## src/design/dsia_pkg.sv

```systemverilog
// Shared types and constants for the dense slot index allocator.
`timescale 1ns / 1ps

package dsia_pkg;

   // Field widths of the request, response and register channels
   localparam int MODE_W     = 3;
   localparam int INDEX_W    = 8;
   localparam int STATUS_W   = 3;
   localparam int SLOT_OUT_W = 8;
   localparam int POS_OUT_W  = 8;
   localparam int USED_W     = 9;
   localparam int ACTIVE_W   = 9;

   // Stream and register bus widths
   localparam int REQ_DATA_W = 16;
   localparam int RSP_DATA_W = 32;
   localparam int CSR_ADDR_W = 3;
   localparam int CSR_DATA_W = 32;

   // Register map: word index taken from paddr[2]
   localparam logic CSR_IDX_ACTIVE = 1'b0;
   localparam logic [ACTIVE_W-1:0] ACTIVE_RESET = 9'd256;

   // Request operations
   typedef enum logic [MODE_W-1:0] {
      OP_ALLOC     = 3'd0,
      OP_PEEK      = 3'd1,
      OP_FREE_SLOT = 3'd2,
      OP_FREE_POS  = 3'd3,
      OP_SLOT_OF   = 3'd4,
      OP_POS_OF    = 3'd5
   } op_type;

   // Response status codes
   typedef enum logic [STATUS_W-1:0] {
      ST_OK        = 3'd0,
      ST_FULL      = 3'd1,
      ST_EMPTY     = 3'd2,
      ST_NOT_ALLOC = 3'd3,
      ST_RANGE     = 3'd4
   } status_type;

   // Controller states
   typedef enum logic [2:0] {
      CTL_CLEAR,
      CTL_IDLE,
      CTL_EXEC,
      CTL_FETCH,
      CTL_RETIRE
   } ctl_state_type;

   // Commands from controller to datapath
   typedef struct packed {
      logic clear;       // write one identity entry of the clearing pass
      logic accept;      // capture request, launch first table reads
      logic finish;      // complete a single-read operation, load response
      logic fetch_last;  // free by position: read the last used entry
      logic free_move;   // move last used entry into the hole
      logic retire;      // park the freed slot, load response
   } dp_cmd_type;

   // Status from datapath to controller
   typedef struct packed {
      logic [MODE_W-1:0] mode;
      logic              err;
      logic              clear_last;
      logic              out_free;
   } dp_status_type;

endpackage

```

## src/design/dsia_ram.sv

```systemverilog
// Generic single-write, single-read RAM with registered read data.
`timescale 1ns / 1ps

module dsia_ram #(
   parameter int WIDTH = 8,
   parameter int DEPTH = 256,
   localparam int ADDR_W = $clog2(DEPTH)
) (
   input  logic              clock,
   input  logic              wr_en,
   input  logic [ADDR_W-1:0] wr_addr,
   input  logic [WIDTH-1:0]  wr_data,
   input  logic              rd_en,
   input  logic [ADDR_W-1:0] rd_addr,
   output logic [WIDTH-1:0]  rd_data
);

   logic [WIDTH-1:0] mem_ff [DEPTH];
   logic [WIDTH-1:0] rd_data_ff;

   // Write port, and read port that holds its data when idle
   always_ff @(posedge clock) begin
      if (wr_en) begin
         mem_ff[wr_addr] <= wr_data;
      end
      if (rd_en) begin
         rd_data_ff <= mem_ff[rd_addr];
      end
   end

   assign rd_data = rd_data_ff;

endmodule

```

## src/design/dsia_ctrl.sv

```systemverilog
// Controller state machine sequencing table reads and writes per request.
`timescale 1ns / 1ps

module dsia_ctrl
   import dsia_pkg::*;
(
   input  logic          clock,
   input  logic          reset,
   input  logic          req_valid,
   output logic          req_ready,
   input  dp_status_type stat,
   output dp_cmd_type    cmd
);

   ctl_state_type state_ff;
   ctl_state_type state_in;

   // State register
   always_ff @(posedge clock) begin
      if (reset) begin
         state_ff <= CTL_CLEAR;
      end else begin
         state_ff <= state_in;
      end
   end

   // Next state and commands
   always_comb begin
      state_in  = state_ff;
      cmd       = '0;
      req_ready = 1'b0;
      unique case (state_ff)
         CTL_CLEAR: begin
            cmd.clear = 1'b1;
            if (stat.clear_last) begin
               state_in = CTL_IDLE;
            end
         end
         CTL_IDLE: begin
            req_ready  = 1'b1;
            cmd.accept = req_valid;
            if (req_valid) begin
               state_in = CTL_EXEC;
            end
         end
         CTL_EXEC: begin
            if (!stat.err && stat.mode == OP_FREE_SLOT) begin
               cmd.free_move = 1'b1;
               state_in      = CTL_RETIRE;
            end else if (!stat.err && stat.mode == OP_FREE_POS) begin
               cmd.fetch_last = 1'b1;
               state_in       = CTL_FETCH;
            end else if (stat.out_free) begin
               cmd.finish = 1'b1;
               state_in   = CTL_IDLE;
            end
         end
         CTL_FETCH: begin
            cmd.free_move = 1'b1;
            state_in      = CTL_RETIRE;
         end
         CTL_RETIRE: begin
            if (stat.out_free) begin
               cmd.retire = 1'b1;
               state_in   = CTL_IDLE;
            end
         end
         default: begin
            state_in = CTL_IDLE;
         end
      endcase
   end

endmodule

```

## src/design/dsia_datapath.sv

```systemverilog
// Datapath: slot and position tables, use count, checks and response register.
`timescale 1ns / 1ps

module dsia_datapath
   import dsia_pkg::*;
#(
   parameter int POOL_SLOTS = 256
) (
   input  logic                  clock,
   input  logic                  reset,
   input  dp_cmd_type            cmd,
   output dp_status_type         stat,
   input  logic [MODE_W-1:0]     req_mode,
   input  logic [INDEX_W-1:0]    req_index,
   input  logic [ACTIVE_W-1:0]   active_slots,
   input  logic                  rsp_ready,
   output logic                  rsp_valid,
   output logic [STATUS_W-1:0]   rsp_status,
   output logic [SLOT_OUT_W-1:0] rsp_slot,
   output logic [POS_OUT_W-1:0]  rsp_position,
   output logic [USED_W-1:0]     rsp_used_count
);

   localparam int SLOT_W  = $clog2(POOL_SLOTS);
   localparam int COUNT_W = $clog2(POOL_SLOTS + 1);
   localparam int CMP_W   = (COUNT_W > ACTIVE_W) ? COUNT_W : ACTIVE_W;

   // Control registers
   logic [COUNT_W-1:0] count_ff, count_in;
   logic [SLOT_W-1:0]  clr_ff, clr_in;
   logic               rsp_valid_ff, rsp_valid_in;

   // Payload registers
   logic [MODE_W-1:0]     mode_ff, mode_in;
   logic [INDEX_W-1:0]    idx_ff, idx_in;
   logic [SLOT_W-1:0]     s_ff, s_in;
   logic [SLOT_W-1:0]     hole_ff, hole_in;
   logic [STATUS_W-1:0]   rsp_status_ff, rsp_status_in;
   logic [SLOT_OUT_W-1:0] rsp_slot_ff, rsp_slot_in;
   logic [POS_OUT_W-1:0]  rsp_pos_ff, rsp_pos_in;
   logic [USED_W-1:0]     rsp_used_ff, rsp_used_in;

   // Table ports
   logic              a_we, a_re;
   logic [SLOT_W-1:0] a_wa, a_wd, a_ra, a_rd;
   logic              b_we, b_re;
   logic [SLOT_W-1:0] b_wa, b_ra;
   logic [SLOT_W:0]   b_wd, b_rd;

   logic              b_busy;
   logic [SLOT_W-1:0] b_pos;
   logic [SLOT_W-1:0] last_pos;
   logic [SLOT_W-1:0] hole_sel;
   logic              pool_full, pool_empty, idx_beyond_pool, idx_ge_count;
   logic              alloc_ok;
   status_type        err_code;
   logic [SLOT_W-1:0]  res_slot, res_pos;
   logic [COUNT_W-1:0] res_used;

   // Slot at each dense position
   dsia_ram #(
      .WIDTH (SLOT_W),
      .DEPTH (POOL_SLOTS)
   ) u_slot_tbl (
      .clock   (clock),
      .wr_en   (a_we),
      .wr_addr (a_wa),
      .wr_data (a_wd),
      .rd_en   (a_re),
      .rd_addr (a_ra),
      .rd_data (a_rd)
   );

   // Busy flag and dense position of each slot
   dsia_ram #(
      .WIDTH (SLOT_W + 1),
      .DEPTH (POOL_SLOTS)
   ) u_pos_tbl (
      .clock   (clock),
      .wr_en   (b_we),
      .wr_addr (b_wa),
      .wr_data (b_wd),
      .rd_en   (b_re),
      .rd_addr (b_ra),
      .rd_data (b_rd)
   );

   assign b_busy   = b_rd[SLOT_W];
   assign b_pos    = b_rd[SLOT_W-1:0];
   assign last_pos = SLOT_W'(count_ff - COUNT_W'(1));
   assign hole_sel = (mode_ff == OP_FREE_SLOT) ? b_pos : hole_ff;

   // Range and occupancy checks
   assign pool_full = (CMP_W'(count_ff) >= CMP_W'(active_slots)) ||
                      (CMP_W'(count_ff) >= CMP_W'(POOL_SLOTS));
   assign pool_empty      = (count_ff == '0);
   assign idx_beyond_pool = (CMP_W'(idx_ff) >= CMP_W'(POOL_SLOTS));
   assign idx_ge_count    = (CMP_W'(idx_ff) >= CMP_W'(count_ff));

   // Classify the captured request
   always_comb begin
      err_code = ST_OK;
      case (mode_ff) inside
         OP_ALLOC, OP_PEEK: begin
            if (pool_full) begin
               err_code = ST_FULL;
            end
         end
         OP_FREE_SLOT, OP_POS_OF: begin
            if (pool_empty) begin
               err_code = ST_EMPTY;
            end else if (idx_beyond_pool || !b_busy) begin
               err_code = ST_NOT_ALLOC;
            end
         end
         OP_FREE_POS: begin
            if (pool_empty) begin
               err_code = ST_EMPTY;
            end else if (idx_ge_count) begin
               err_code = ST_RANGE;
            end
         end
         OP_SLOT_OF: begin
            if (idx_ge_count) begin
               err_code = ST_RANGE;
            end
         end
         default: begin
            err_code = ST_OK;
         end
      endcase
   end

   assign alloc_ok = cmd.finish && (mode_ff == OP_ALLOC) && (err_code == ST_OK);

   // Read addresses: launched from the request itself, or the last used entry
   always_comb begin
      a_re = cmd.accept || cmd.fetch_last;
      b_re = cmd.accept;
      b_ra = SLOT_W'(req_index);
      a_ra = SLOT_W'(req_index);
      if (cmd.fetch_last) begin
         a_ra = last_pos;
      end else begin
         case (req_mode) inside
            OP_ALLOC, OP_PEEK: a_ra = SLOT_W'(count_ff);
            OP_FREE_SLOT:      a_ra = last_pos;
            default:           a_ra = SLOT_W'(req_index);
         endcase
      end
   end

   // Write ports: clearing pass, allocation, and the two steps of a free
   always_comb begin
      a_we = 1'b0;
      a_wa = clr_ff;
      a_wd = clr_ff;
      b_we = 1'b0;
      b_wa = clr_ff;
      b_wd = '0;
      if (cmd.clear) begin
         a_we = 1'b1;
         b_we = 1'b1;
      end
      if (cmd.free_move) begin
         a_we = 1'b1;
         a_wa = hole_sel;
         a_wd = a_rd;
         b_we = 1'b1;
         b_wa = a_rd;
         b_wd = {1'b1, hole_sel};
      end
      if (cmd.retire) begin
         a_we = 1'b1;
         a_wa = last_pos;
         a_wd = s_ff;
         b_we = 1'b1;
         b_wa = s_ff;
         b_wd = {1'b0, hole_ff};
      end
      if (alloc_ok) begin
         b_we = 1'b1;
         b_wa = a_rd;
         b_wd = {1'b1, SLOT_W'(count_ff)};
      end
   end

   // Result of a single-read operation
   always_comb begin
      res_slot = '0;
      res_pos  = '0;
      res_used = count_ff;
      if (err_code == ST_OK) begin
         case (mode_ff) inside
            OP_ALLOC: begin
               res_slot = a_rd;
               res_pos  = SLOT_W'(count_ff);
               res_used = count_ff + COUNT_W'(1);
            end
            OP_PEEK: begin
               res_slot = a_rd;
               res_pos  = SLOT_W'(count_ff);
            end
            OP_SLOT_OF: begin
               res_slot = a_rd;
               res_pos  = SLOT_W'(idx_ff);
            end
            OP_POS_OF: begin
               res_slot = SLOT_W'(idx_ff);
               res_pos  = b_pos;
            end
            default: begin
               res_slot = '0;
            end
         endcase
      end
   end

   // Next values of all registers
   always_comb begin
      mode_in       = mode_ff;
      idx_in        = idx_ff;
      s_in          = s_ff;
      hole_in       = hole_ff;
      count_in      = count_ff;
      clr_in        = clr_ff;
      rsp_valid_in  = rsp_valid_ff;
      rsp_status_in = rsp_status_ff;
      rsp_slot_in   = rsp_slot_ff;
      rsp_pos_in    = rsp_pos_ff;
      rsp_used_in   = rsp_used_ff;

      if (cmd.clear) begin
         clr_in = clr_ff + SLOT_W'(1);
      end
      if (cmd.accept) begin
         mode_in = req_mode;
         idx_in  = req_index;
      end
      if (cmd.fetch_last) begin
         s_in    = a_rd;
         hole_in = SLOT_W'(idx_ff);
      end
      if (cmd.free_move) begin
         hole_in = hole_sel;
         if (mode_ff == OP_FREE_SLOT) begin
            s_in = SLOT_W'(idx_ff);
         end
      end

      // Drop the response once taken
      if (rsp_ready) begin
         rsp_valid_in = 1'b0;
      end
      if (cmd.finish) begin
         rsp_valid_in  = 1'b1;
         rsp_status_in = err_code;
         rsp_slot_in   = SLOT_OUT_W'(res_slot);
         rsp_pos_in    = POS_OUT_W'(res_pos);
         rsp_used_in   = USED_W'(res_used);
         count_in      = res_used;
      end
      if (cmd.retire) begin
         count_in      = count_ff - COUNT_W'(1);
         rsp_valid_in  = 1'b1;
         rsp_status_in = ST_OK;
         rsp_slot_in   = SLOT_OUT_W'(s_ff);
         rsp_pos_in    = POS_OUT_W'(hole_ff);
         rsp_used_in   = USED_W'(count_ff - COUNT_W'(1));
      end
   end

   // Control registers
   always_ff @(posedge clock) begin
      if (reset) begin
         count_ff     <= '0;
         clr_ff       <= '0;
         rsp_valid_ff <= 1'b0;
      end else begin
         count_ff     <= count_in;
         clr_ff       <= clr_in;
         rsp_valid_ff <= rsp_valid_in;
      end
   end

   // Payload registers
   always_ff @(posedge clock) begin
      mode_ff       <= mode_in;
      idx_ff        <= idx_in;
      s_ff          <= s_in;
      hole_ff       <= hole_in;
      rsp_status_ff <= rsp_status_in;
      rsp_slot_ff   <= rsp_slot_in;
      rsp_pos_ff    <= rsp_pos_in;
      rsp_used_ff   <= rsp_used_in;
   end

   assign stat.mode       = mode_ff;
   assign stat.err        = (err_code != ST_OK);
   assign stat.clear_last = (clr_ff == SLOT_W'(POOL_SLOTS - 1));
   assign stat.out_free   = !rsp_valid_ff || rsp_ready;

   assign rsp_valid      = rsp_valid_ff;
   assign rsp_status     = rsp_status_ff;
   assign rsp_slot       = rsp_slot_ff;
   assign rsp_position   = rsp_pos_ff;
   assign rsp_used_count = rsp_used_ff;

`ifndef SYNTH
   // A response is loaded only into a free output register
   a_load_free: assert property (@(posedge clock) disable iff (reset)
      (cmd.finish || cmd.retire) |-> stat.out_free)
      else $error("response loaded over a pending transfer");

   // A free never starts on an empty pool
   a_move_nonempty: assert property (@(posedge clock) disable iff (reset)
      cmd.free_move |-> (count_ff != '0))
      else $error("free move with empty pool");

   // Retiring a free lowers the use count by one
   a_retire_dec: assert property (@(posedge clock) disable iff (reset)
      cmd.retire |=> (count_ff == COUNT_W'($past(count_ff) - COUNT_W'(1))))
      else $error("use count not decremented on free");

   // A successful allocate raises the use count by one
   a_alloc_inc: assert property (@(posedge clock) disable iff (reset)
      alloc_ok |=> (count_ff == COUNT_W'($past(count_ff) + COUNT_W'(1))))
      else $error("use count not incremented on allocate");
`endif

endmodule

```

## src/design/dense_slot_index_allocator.sv

```systemverilog
// Top level: stream request and response channels, register port, controller and datapath.
`timescale 1ns / 1ps

// Dense slot allocator over POOL_SLOTS slots. After reset the block runs a
// clearing pass that loads the identity permutation into
// the slot table; req_tready stays low during it, register writes are taken.
// Requests are handled one at a time. Allocate, peek, both lookups and every
// request that ends in an error are accepted, then finish on the registered
// table read. Free by slot runs EXEC then RETIRE after accept, free by position
// EXEC, FETCH, RETIRE: the slot table has one write port and one read port,
// and a free writes it twice, so the hole fill and the parking of the freed
// slot go in separate cycles, and free by position reads it twice. Responses
// land in an output register, so a request is accepted while one is pending.

module dense_slot_index_allocator
   import dsia_pkg::*;
#(
   parameter int POOL_SLOTS = 256
) (
   input  logic                  clock,
   input  logic                  reset,

   input  logic                  req_tvalid,
   output logic                  req_tready,
   input  logic [REQ_DATA_W-1:0] req_tdata,   // mode[2:0], index[10:3]

   output logic                  rsp_tvalid,
   input  logic                  rsp_tready,
   output logic [RSP_DATA_W-1:0] rsp_tdata,   // status[2:0], slot[10:3],
                                              // position[18:11], used_count[27:19]

   input  logic                  csr_psel,
   input  logic                  csr_penable,
   input  logic                  csr_pwrite,
   input  logic [CSR_ADDR_W-1:0] csr_paddr,
   input  logic [CSR_DATA_W-1:0] csr_pwdata,
   output logic [CSR_DATA_W-1:0] csr_prdata,
   output logic                  csr_pready
);

   logic [ACTIVE_W-1:0] active_ff, active_in;
   logic                csr_hit;

   dp_cmd_type    cmd;
   dp_status_type stat;

   logic [STATUS_W-1:0]   rsp_status;
   logic [SLOT_OUT_W-1:0] rsp_slot;
   logic [POS_OUT_W-1:0]  rsp_position;
   logic [USED_W-1:0]     rsp_used_count;

   // Register port: one register, word index from paddr[2]
   assign csr_pready = 1'b1;
   assign csr_hit    = (csr_paddr[2] == CSR_IDX_ACTIVE);

   always_comb begin
      active_in = active_ff;
      if (csr_psel && csr_penable && csr_pwrite && csr_pready && csr_hit) begin
         active_in = csr_pwdata[ACTIVE_W-1:0];
      end
   end

   always_ff @(posedge clock) begin
      if (reset) begin
         active_ff <= ACTIVE_RESET;
      end else begin
         active_ff <= active_in;
      end
   end

   assign csr_prdata = csr_hit ? CSR_DATA_W'(active_ff) : '0;

   dsia_ctrl u_ctrl (
      .clock     (clock),
      .reset     (reset),
      .req_valid (req_tvalid),
      .req_ready (req_tready),
      .stat      (stat),
      .cmd       (cmd)
   );

   dsia_datapath #(
      .POOL_SLOTS (POOL_SLOTS)
   ) u_datapath (
      .clock          (clock),
      .reset          (reset),
      .cmd            (cmd),
      .stat           (stat),
      .req_mode       (req_tdata[MODE_W-1:0]),
      .req_index      (req_tdata[MODE_W +: INDEX_W]),
      .active_slots   (active_ff),
      .rsp_ready      (rsp_tready),
      .rsp_valid      (rsp_tvalid),
      .rsp_status     (rsp_status),
      .rsp_slot       (rsp_slot),
      .rsp_position   (rsp_position),
      .rsp_used_count (rsp_used_count)
   );

   // Pack the response transfer
   assign rsp_tdata = {
      (RSP_DATA_W - STATUS_W - SLOT_OUT_W - POS_OUT_W - USED_W)'(0),
      rsp_used_count, rsp_position, rsp_slot, rsp_status
   };

endmodule
```

## config.mk

```make
export PLATFORM = sky130hd
export DESIGN_NAME = dense_slot_index_allocator
export DESIGN_NICKNAME = d
export VERILOG_FILES = /design/src/design/dsia_pkg.sv /design/src/design/dsia_ram.sv /design/src/design/dsia_ctrl.sv /design/src/design/dsia_datapath.sv /design/src/design/dense_slot_index_allocator.sv
export SDC_FILE = /design/constraint.sdc
export NUM_CORES = 2
export LEC_CHECK = 0
export BUFFER_PORTS_ARGS = -buffer_cell sky130_fd_sc_hd__buf_4
export CAP_MARGIN = 20
export CELL_PAD_IN_SITES_DETAIL_PLACEMENT = 1
export CELL_PAD_IN_SITES_GLOBAL_PLACEMENT = 2
export CORE_AREA = 3 3 628 630
export DETAILED_ROUTE_END_ITERATION = 8
export DIE_AREA = 0 0 631 633
export PLACE_DENSITY_LB_ADDON = 0.1
export RECOVER_POWER = 50
export SLEW_MARGIN = 40
export SYNTH_ARGS = -nofsm -noshare
export SYNTH_HDL_FRONTEND = slang
export SYNTH_HIERARCHICAL = 1
export SYNTH_MEMORY_MAX_BITS = 65536
export SYNTH_SLANG_ARGS = --single-unit
```

## constraint.sdc

```tcl
create_clock -name clock -period 14.9 [get_ports clock]
set_clock_uncertainty 0.1 [all_clocks]
set_input_delay 0.745 -clock clock [delete_from_list [all_inputs] [get_ports clock]]
set_output_delay 0.745 -clock clock [all_outputs]
set_load 0.005 [all_outputs]
```

* Yosys cells after proc, flatten, opt, wreduce, memory -nomap -nowiden
Memory sizes are Yosys's and may differ from the RTL's. A register that Yosys moved wholly into a read port is not among the register bits.
Index checks and enable logic that the tools add are counted.
** Storage, ports and cells
- Memories kept :: 2
- Input port bits :: 58
- Register bits :: 85
- Logic and storage cells :: 134
- Bits in writable memories :: 4352
- Output and inout bits :: 67
** Memories
- u_datapath.u_pos_tbl.mem_ff :: words 256, width 9, rd ports 1, clocked after memory_dff 1, wr ports 1, line dsia_ram.sv:18 : logic [WIDTH-1:0] mem_ff [DEPTH];
- u_datapath.u_slot_tbl.mem_ff :: words 256, width 8, rd ports 1, clocked after memory_dff 1, wr ports 1, line dsia_ram.sv:18
** Operators by class
- Bitwise gates (word level) :: 1
- Add/subtract/negate cells :: 3
- Equality and inequality tests :: 14
- Multiplexer cells :: 73
- Reduce and logical (&&, ||, !) cells :: 25
- Magnitude comparators :: 3
** Operator list (number)
- 2-to-1 mux 8 bit :: 28
- 2-to-1 mux 9 bit :: 8
- 2-to-1 mux 3 bit :: 12
- 2-to-1 mux 1 bit :: 20
- == test 3 x 2 -> 1 bit, second input constant :: 5
- one-hot mux 3 bit (5 select lines) :: 1
- logical NOT 3 bit :: 4
- adder 9 x 1 -> 9 bit, second input constant :: 1
- == test 3 x 1 -> 1 bit, second input constant :: 3
- == test 3 bit, second input constant :: 3
- greater-or-equal comparator 8 x 9 -> 1 bit :: 1
- greater-or-equal comparator 9 bit :: 1
- greater-or-equal comparator 9 bit, second input constant :: 1
- logical NOT 9 bit :: 1
- subtractor 9 x 1 -> 9 bit, second input constant :: 1
- adder 8 x 1 -> 8 bit, second input constant :: 1
- == test 8 bit, second input constant :: 1
- logical AND 1 bit :: 7
- 2-to-1 mux 2 bit :: 3
- nonzero test 3 bit :: 2
- OR reduction 2 bit :: 3
- inequality test 2 bit, second input constant :: 2
- nonzero test 2 bit :: 2
- logical OR 1 bit :: 3
- 4 further kinds :: 5

* Depth between registers and ports, before layout
- Depth after elaboration :: 17
- Depth in mapped cells :: 26

* Modules after synthesis
The synthesis kept the hierarchy.
** Modules (own cells, without submodules)
- dsia_ram at u_datapath.u_pos_tbl :: instances 1, area each 89368.2 um^2, cells each 4237
- dsia_ram at u_datapath.u_slot_tbl :: instances 1, area each 79636.4 um^2, cells each 3733
- dsia_datapath :: instances 1, area each 5001.0 um^2, cells each 542
- dense_slot_index_allocator :: instances 1, area each 699.4 um^2, cells each 78
- dsia_ctrl :: instances 1, area each 276.5 um^2, cells each 34

* Least setup slack after synthesis
Ideal clock, no wire load.
- Path kind :: flip-flop to flip-flop
- Start :: register u_datapath.count_ff[0]
- End :: memory u_datapath/u_pos_tbl/mem_ff[235][0] (netlist bit), enable pin
- Arrival time :: 15441 ps
- Buffers on the path :: 6
- Data required time :: 14426 ps
- Slack :: -1015 ps
- Stages on the path, launching flop included :: 22
- Cells stage by stage :: dfxtp_1 -> clkbuf_1 -> inv_1 -> ha_1 -> nor2b_1 -> o21ai_0 -> a22oi_1 -> clkbuf_1 -> nand4_1 -> nor4b_1 -> o21ai_0 -> inv_1 -> buf_2 -> mux2i_1 -> o21ai_0 -> mux2_2 -> clkbuf_1 -> nor2b_1 -> clkbuf_1 -> nand4_1 -> clkbuf_1 -> nor2_1
** RTL lines
- start: declaration :: line dsia_datapath.sv:29 : logic [COUNT_W-1:0] count_ff, count_in;
- start signal: assignment :: line dsia_datapath.sv:280 : count_ff <= count_in;
- end: declaration :: line dsia_ram.sv:18

==> metrics.md <==
| Metric | Value |
|---|---|
| Status | complete, but fails checks |
| Failing checks | capacitance limit, slew limit |
| Worst Tran Pin Value | 6.14 ns |
| Register area | between 100000 and 150000 sq um |
| Yosys warnings | 6 |
| Top_reg_cell synth | edfxtp_1 |
| CTS tree | yes |
| Initial Util | 45.0% |
| Die W | around 630 um |
| Drt drc | 0 |
| Combined area of the multi-input logic cells | 39800 sq um |
| Total number of vias | 86800 |
| Netlist cell types | 93 |
| CP startpoint kind | flop |
| CTS H-Tree Depth | 5 |
| Gpl congestion | 0.808 |
| I/O pins | 125 |
| Cell count after synthesis | ~8600 |
| Commonest non-fill, non-tap cells in the layout | edfxtp_1 (4413), mux4_2 (921), clkbuf_16 (477) |
| CTS clk-pin slew, worst paths | about 0.060 ns |
| Worst hold path type | in -> reg |
| Dominant cells by area after synthesis | edfxtp_1 (76%), mux4_2 (12%), mux2i_1 (2.1%) |
| Fin Setup TNS | 0 ns |
| Area leader, netlist | edfxtp_1 |
| Most common cell after layout, fill and taps aside | edfxtp_1 |
| Row cnt | 229 |
| Vias in the first global route | 91100 |
| # clock sinks | 4454 |
| Clk Latency, worst-skew pair | 0.99 ns |
| EDFF count, synth | approximately 4400 |
| Postcts setup bufs | 0 |
| Max Slew Vio Count | 2375 |
| Static Leak | 61.2 nW |
| Longest Clk Path Bufs | 4 |
| Post-synth ARST share | 0% |
| Synth Register Bits | approximately 4500 |
| WL/cell | about 33 um |
| Global-route wire length before repair | around 700000 um |
| Layout Nets | 8936 |
| Critical path fanouts, max | between 90 and 100 |
| Post-cts resize count | 0 |
| Mean Syn Cell Area | around 20 sq um |
| Cell Pwr Density | between 100 and 150 nW/um^2 |
| Chip height | roughly 630 um |
| Sequential share of the synthesized area | 76.2% |
| Fill cell count | 34400 |
| P&R area growth vs syn | 12.8% |
| Slew margin rel. | -309% |
| Finished Layout Cells | approximately 14000 |
| Dpl hpwl | 292000 um |
| Critical Path AT | 10.83 ns |
| Post-DRT Antenna Nets | 0 |
| Cells after DPL | 13600 |
| Peak supply drop | 0.000108 V |
| Critical path data required time | 14.90 ns |
| Drt first-iter violations | 8463 |
| Share of cells above drive strength 1 | 25.9% |
| Largest net degree at the start of global routing | 189 |
| Router iterations before antenna repair | 5 |
| Nature of the critical path endpoint | flop |
| # setup viols final | 0 |
| Congestion Overflow GR | 0 |
| Critical path type | reg -> reg |
| CTS root buf | clkbuf_16 |
| Antenna violations before repair | 11 |
| RSZ-0062 raised after global routing | no |
| Max Freq | about 90 MHz |
| Core ar. | just under 400000 sq um |
| Routed wire length | around 480000 um |
| GRT Total Usage | 23.8% |
| Tcrit/Tclk final | between 70 and 80% |
| Die Area | 399000 sq um |
| Final worst path period need | 10.83 ns |
| TritonCTS Buffers | 469 |
| Port bufs | 66 |
| Final Hold Fails | 0 |
| Mapped Area | 175000 sq um |
| Via/cell ratio | 6.01 |
| Synth top area share | 75.7% |
| Max-Cap Viols | between 40 and 50 |
| Cts hold-fix bufs | 13 |
[layout make-up]
class	count	share of cell area [%]
tap	5197	3.29
clock buffer	563	6.21
sequential	4454	67.5
clock inverter	302	1.45
inverter	28	0.0532
multi-input combinational	3608	20.2
timing repair buffer	297	1.25
antenna	4	0.00507
[Yosys cell counts, types with 13 or more instances]
| cell type | instances |
|---|---|
| edfxtp_1 | 4413 |
| nand4_1 | 29 |
| buf_2 | 92 |
| a221oi_1 | 25 |
| a22o_1 | 16 |
| a31oi_1 | 21 |
| a22oi_1 | 315 |
| nor2_1 | 622 |
| o21ai_0 | 99 |
| buf_12 | 13 |
| clkbuf_1 | 254 |
| a21oi_1 | 210 |
| o211ai_1 | 15 |
| mux2i_1 | 362 |
| dfxtp_1 | 41 |
| buf_8 | 25 |
| nor2b_1 | 61 |
| buf_1 | 39 |
| mux2_2 | 41 |
| ha_1 | 20 |
| nor4_1 | 56 |
| inv_1 | 25 |
| mux4_2 | 921 |
| o22ai_1 | 101 |
| nand2b_1 | 40 |
| nand2_1 | 141 |
| buf_6 | 51 |
| a211oi_1 | 45 |
| nand3_1 | 74 |
| o221ai_1 | 81 |
| nor3_1 | 50 |
| buf_4 | 86 |
[routing by layer]
layer	global-route usage, %	vias to the layer above	wire, um	share of wire [%]
li1	-	36400	-	-
met1	32.5	47300	199000	41
met2	39.9	2421	240000	50
met3	2.89	684	24100	5.0
met4	7.95	4	17100	3.6
met5	0	-	27	0.0056
[registers in the layout (all words and copies together) (netlist names)]
| register | count |
|---|---|
| u_datapath/u_pos_tbl/mem_ff | 2304 |
| u_datapath/hole_ff | 8 |
| u_datapath/mode_ff | 3 |
| u_datapath/u_pos_tbl/rd_data | 9 |
| active_ff | 9 |
| u_datapath/count_ff | 9 |
| u_datapath/u_slot_tbl/rd_data | 8 |
| u_datapath/u_slot_tbl/mem_ff | 2048 |
| u_datapath/rsp_slot | 8 |
| u_datapath/rsp_valid | 1 |
| u_datapath/rsp_position | 8 |
| u_datapath/s_ff | 8 |
| u_datapath/idx_ff | 8 |
| u_datapath/rsp_status | 3 |
| u_ctrl/state_ff | 3 |
| u_datapath/rsp_used_count | 9 |
| u_datapath/clr_ff | 8 |
[cell families after synthesis]
group,count (synthesis),share of synthesized area [%]
muxes,1335,14.4
xor gates and xnor gates,15,0.0751
and+or+nand+nor,1174,3.13
buffers and inverters,588,2.01
other,2,0.00429
AOI/OAI and AO/OA,1036,4.08
adders and majority gates,20,0.143
DFF,4454,76.2
[worst max-delay path, cell delays in order (launching register included)]
cell and delay (ns):
edfxtp_1 0.59, clkbuf_1 0.68, or3b_1 0.61, o21ai_0 0.23, a32oi_1 0.43, nand4_1 0.18, nor4b_1 0.41, o21ai_0 0.19
inv_1 0.08, clkbuf_1 1.42, mux2i_1 0.23, o21ai_0 1.36, clkbuf_1 3.34
[final timing paths]
kind	end	from	cells past startpoint	slack, ns
setup / recovery	u_datapath/u_slot_tbl/mem_ff[58][6]	u_datapath/mode_ff[2]	12	4.07
hold / removal	u_ctrl/state_ff[1]	req_tvalid	4	0.11
setup reg to reg	u_datapath/u_slot_tbl/mem_ff[58][6]	u_datapath/mode_ff[2]	12	4.07
hold reg to reg	u_datapath/rsp_status[2]	u_datapath/rsp_status[2]	2	0.40
[stage by stage]
step	power (mW)	instance area, sq um	setup slack [ns]	hold slack [ns]	utilization [%]
3_5_place_dp	16.1	182000	6.40	0.392	46.8
4_1_cts	27.6	197000	6.41	0.00932	50.7
6_report	27.3	197000	4.07	0.105	50.7
3_3_place_gp	16.0	181000	6.20	0.383	46.5
5_1_grt	28.2	197000	3.02	0.0596	50.7
2_1_floorplan	15.3	175000	2.64	0.358	-
[power by group]
part	internal [mW]	switching, mW
clock	6.70	4.83
combinational	0.564	1.32
sequential	13.9	0.0314
total	21.2	6.18
Power figures use the tool's default switching activity.
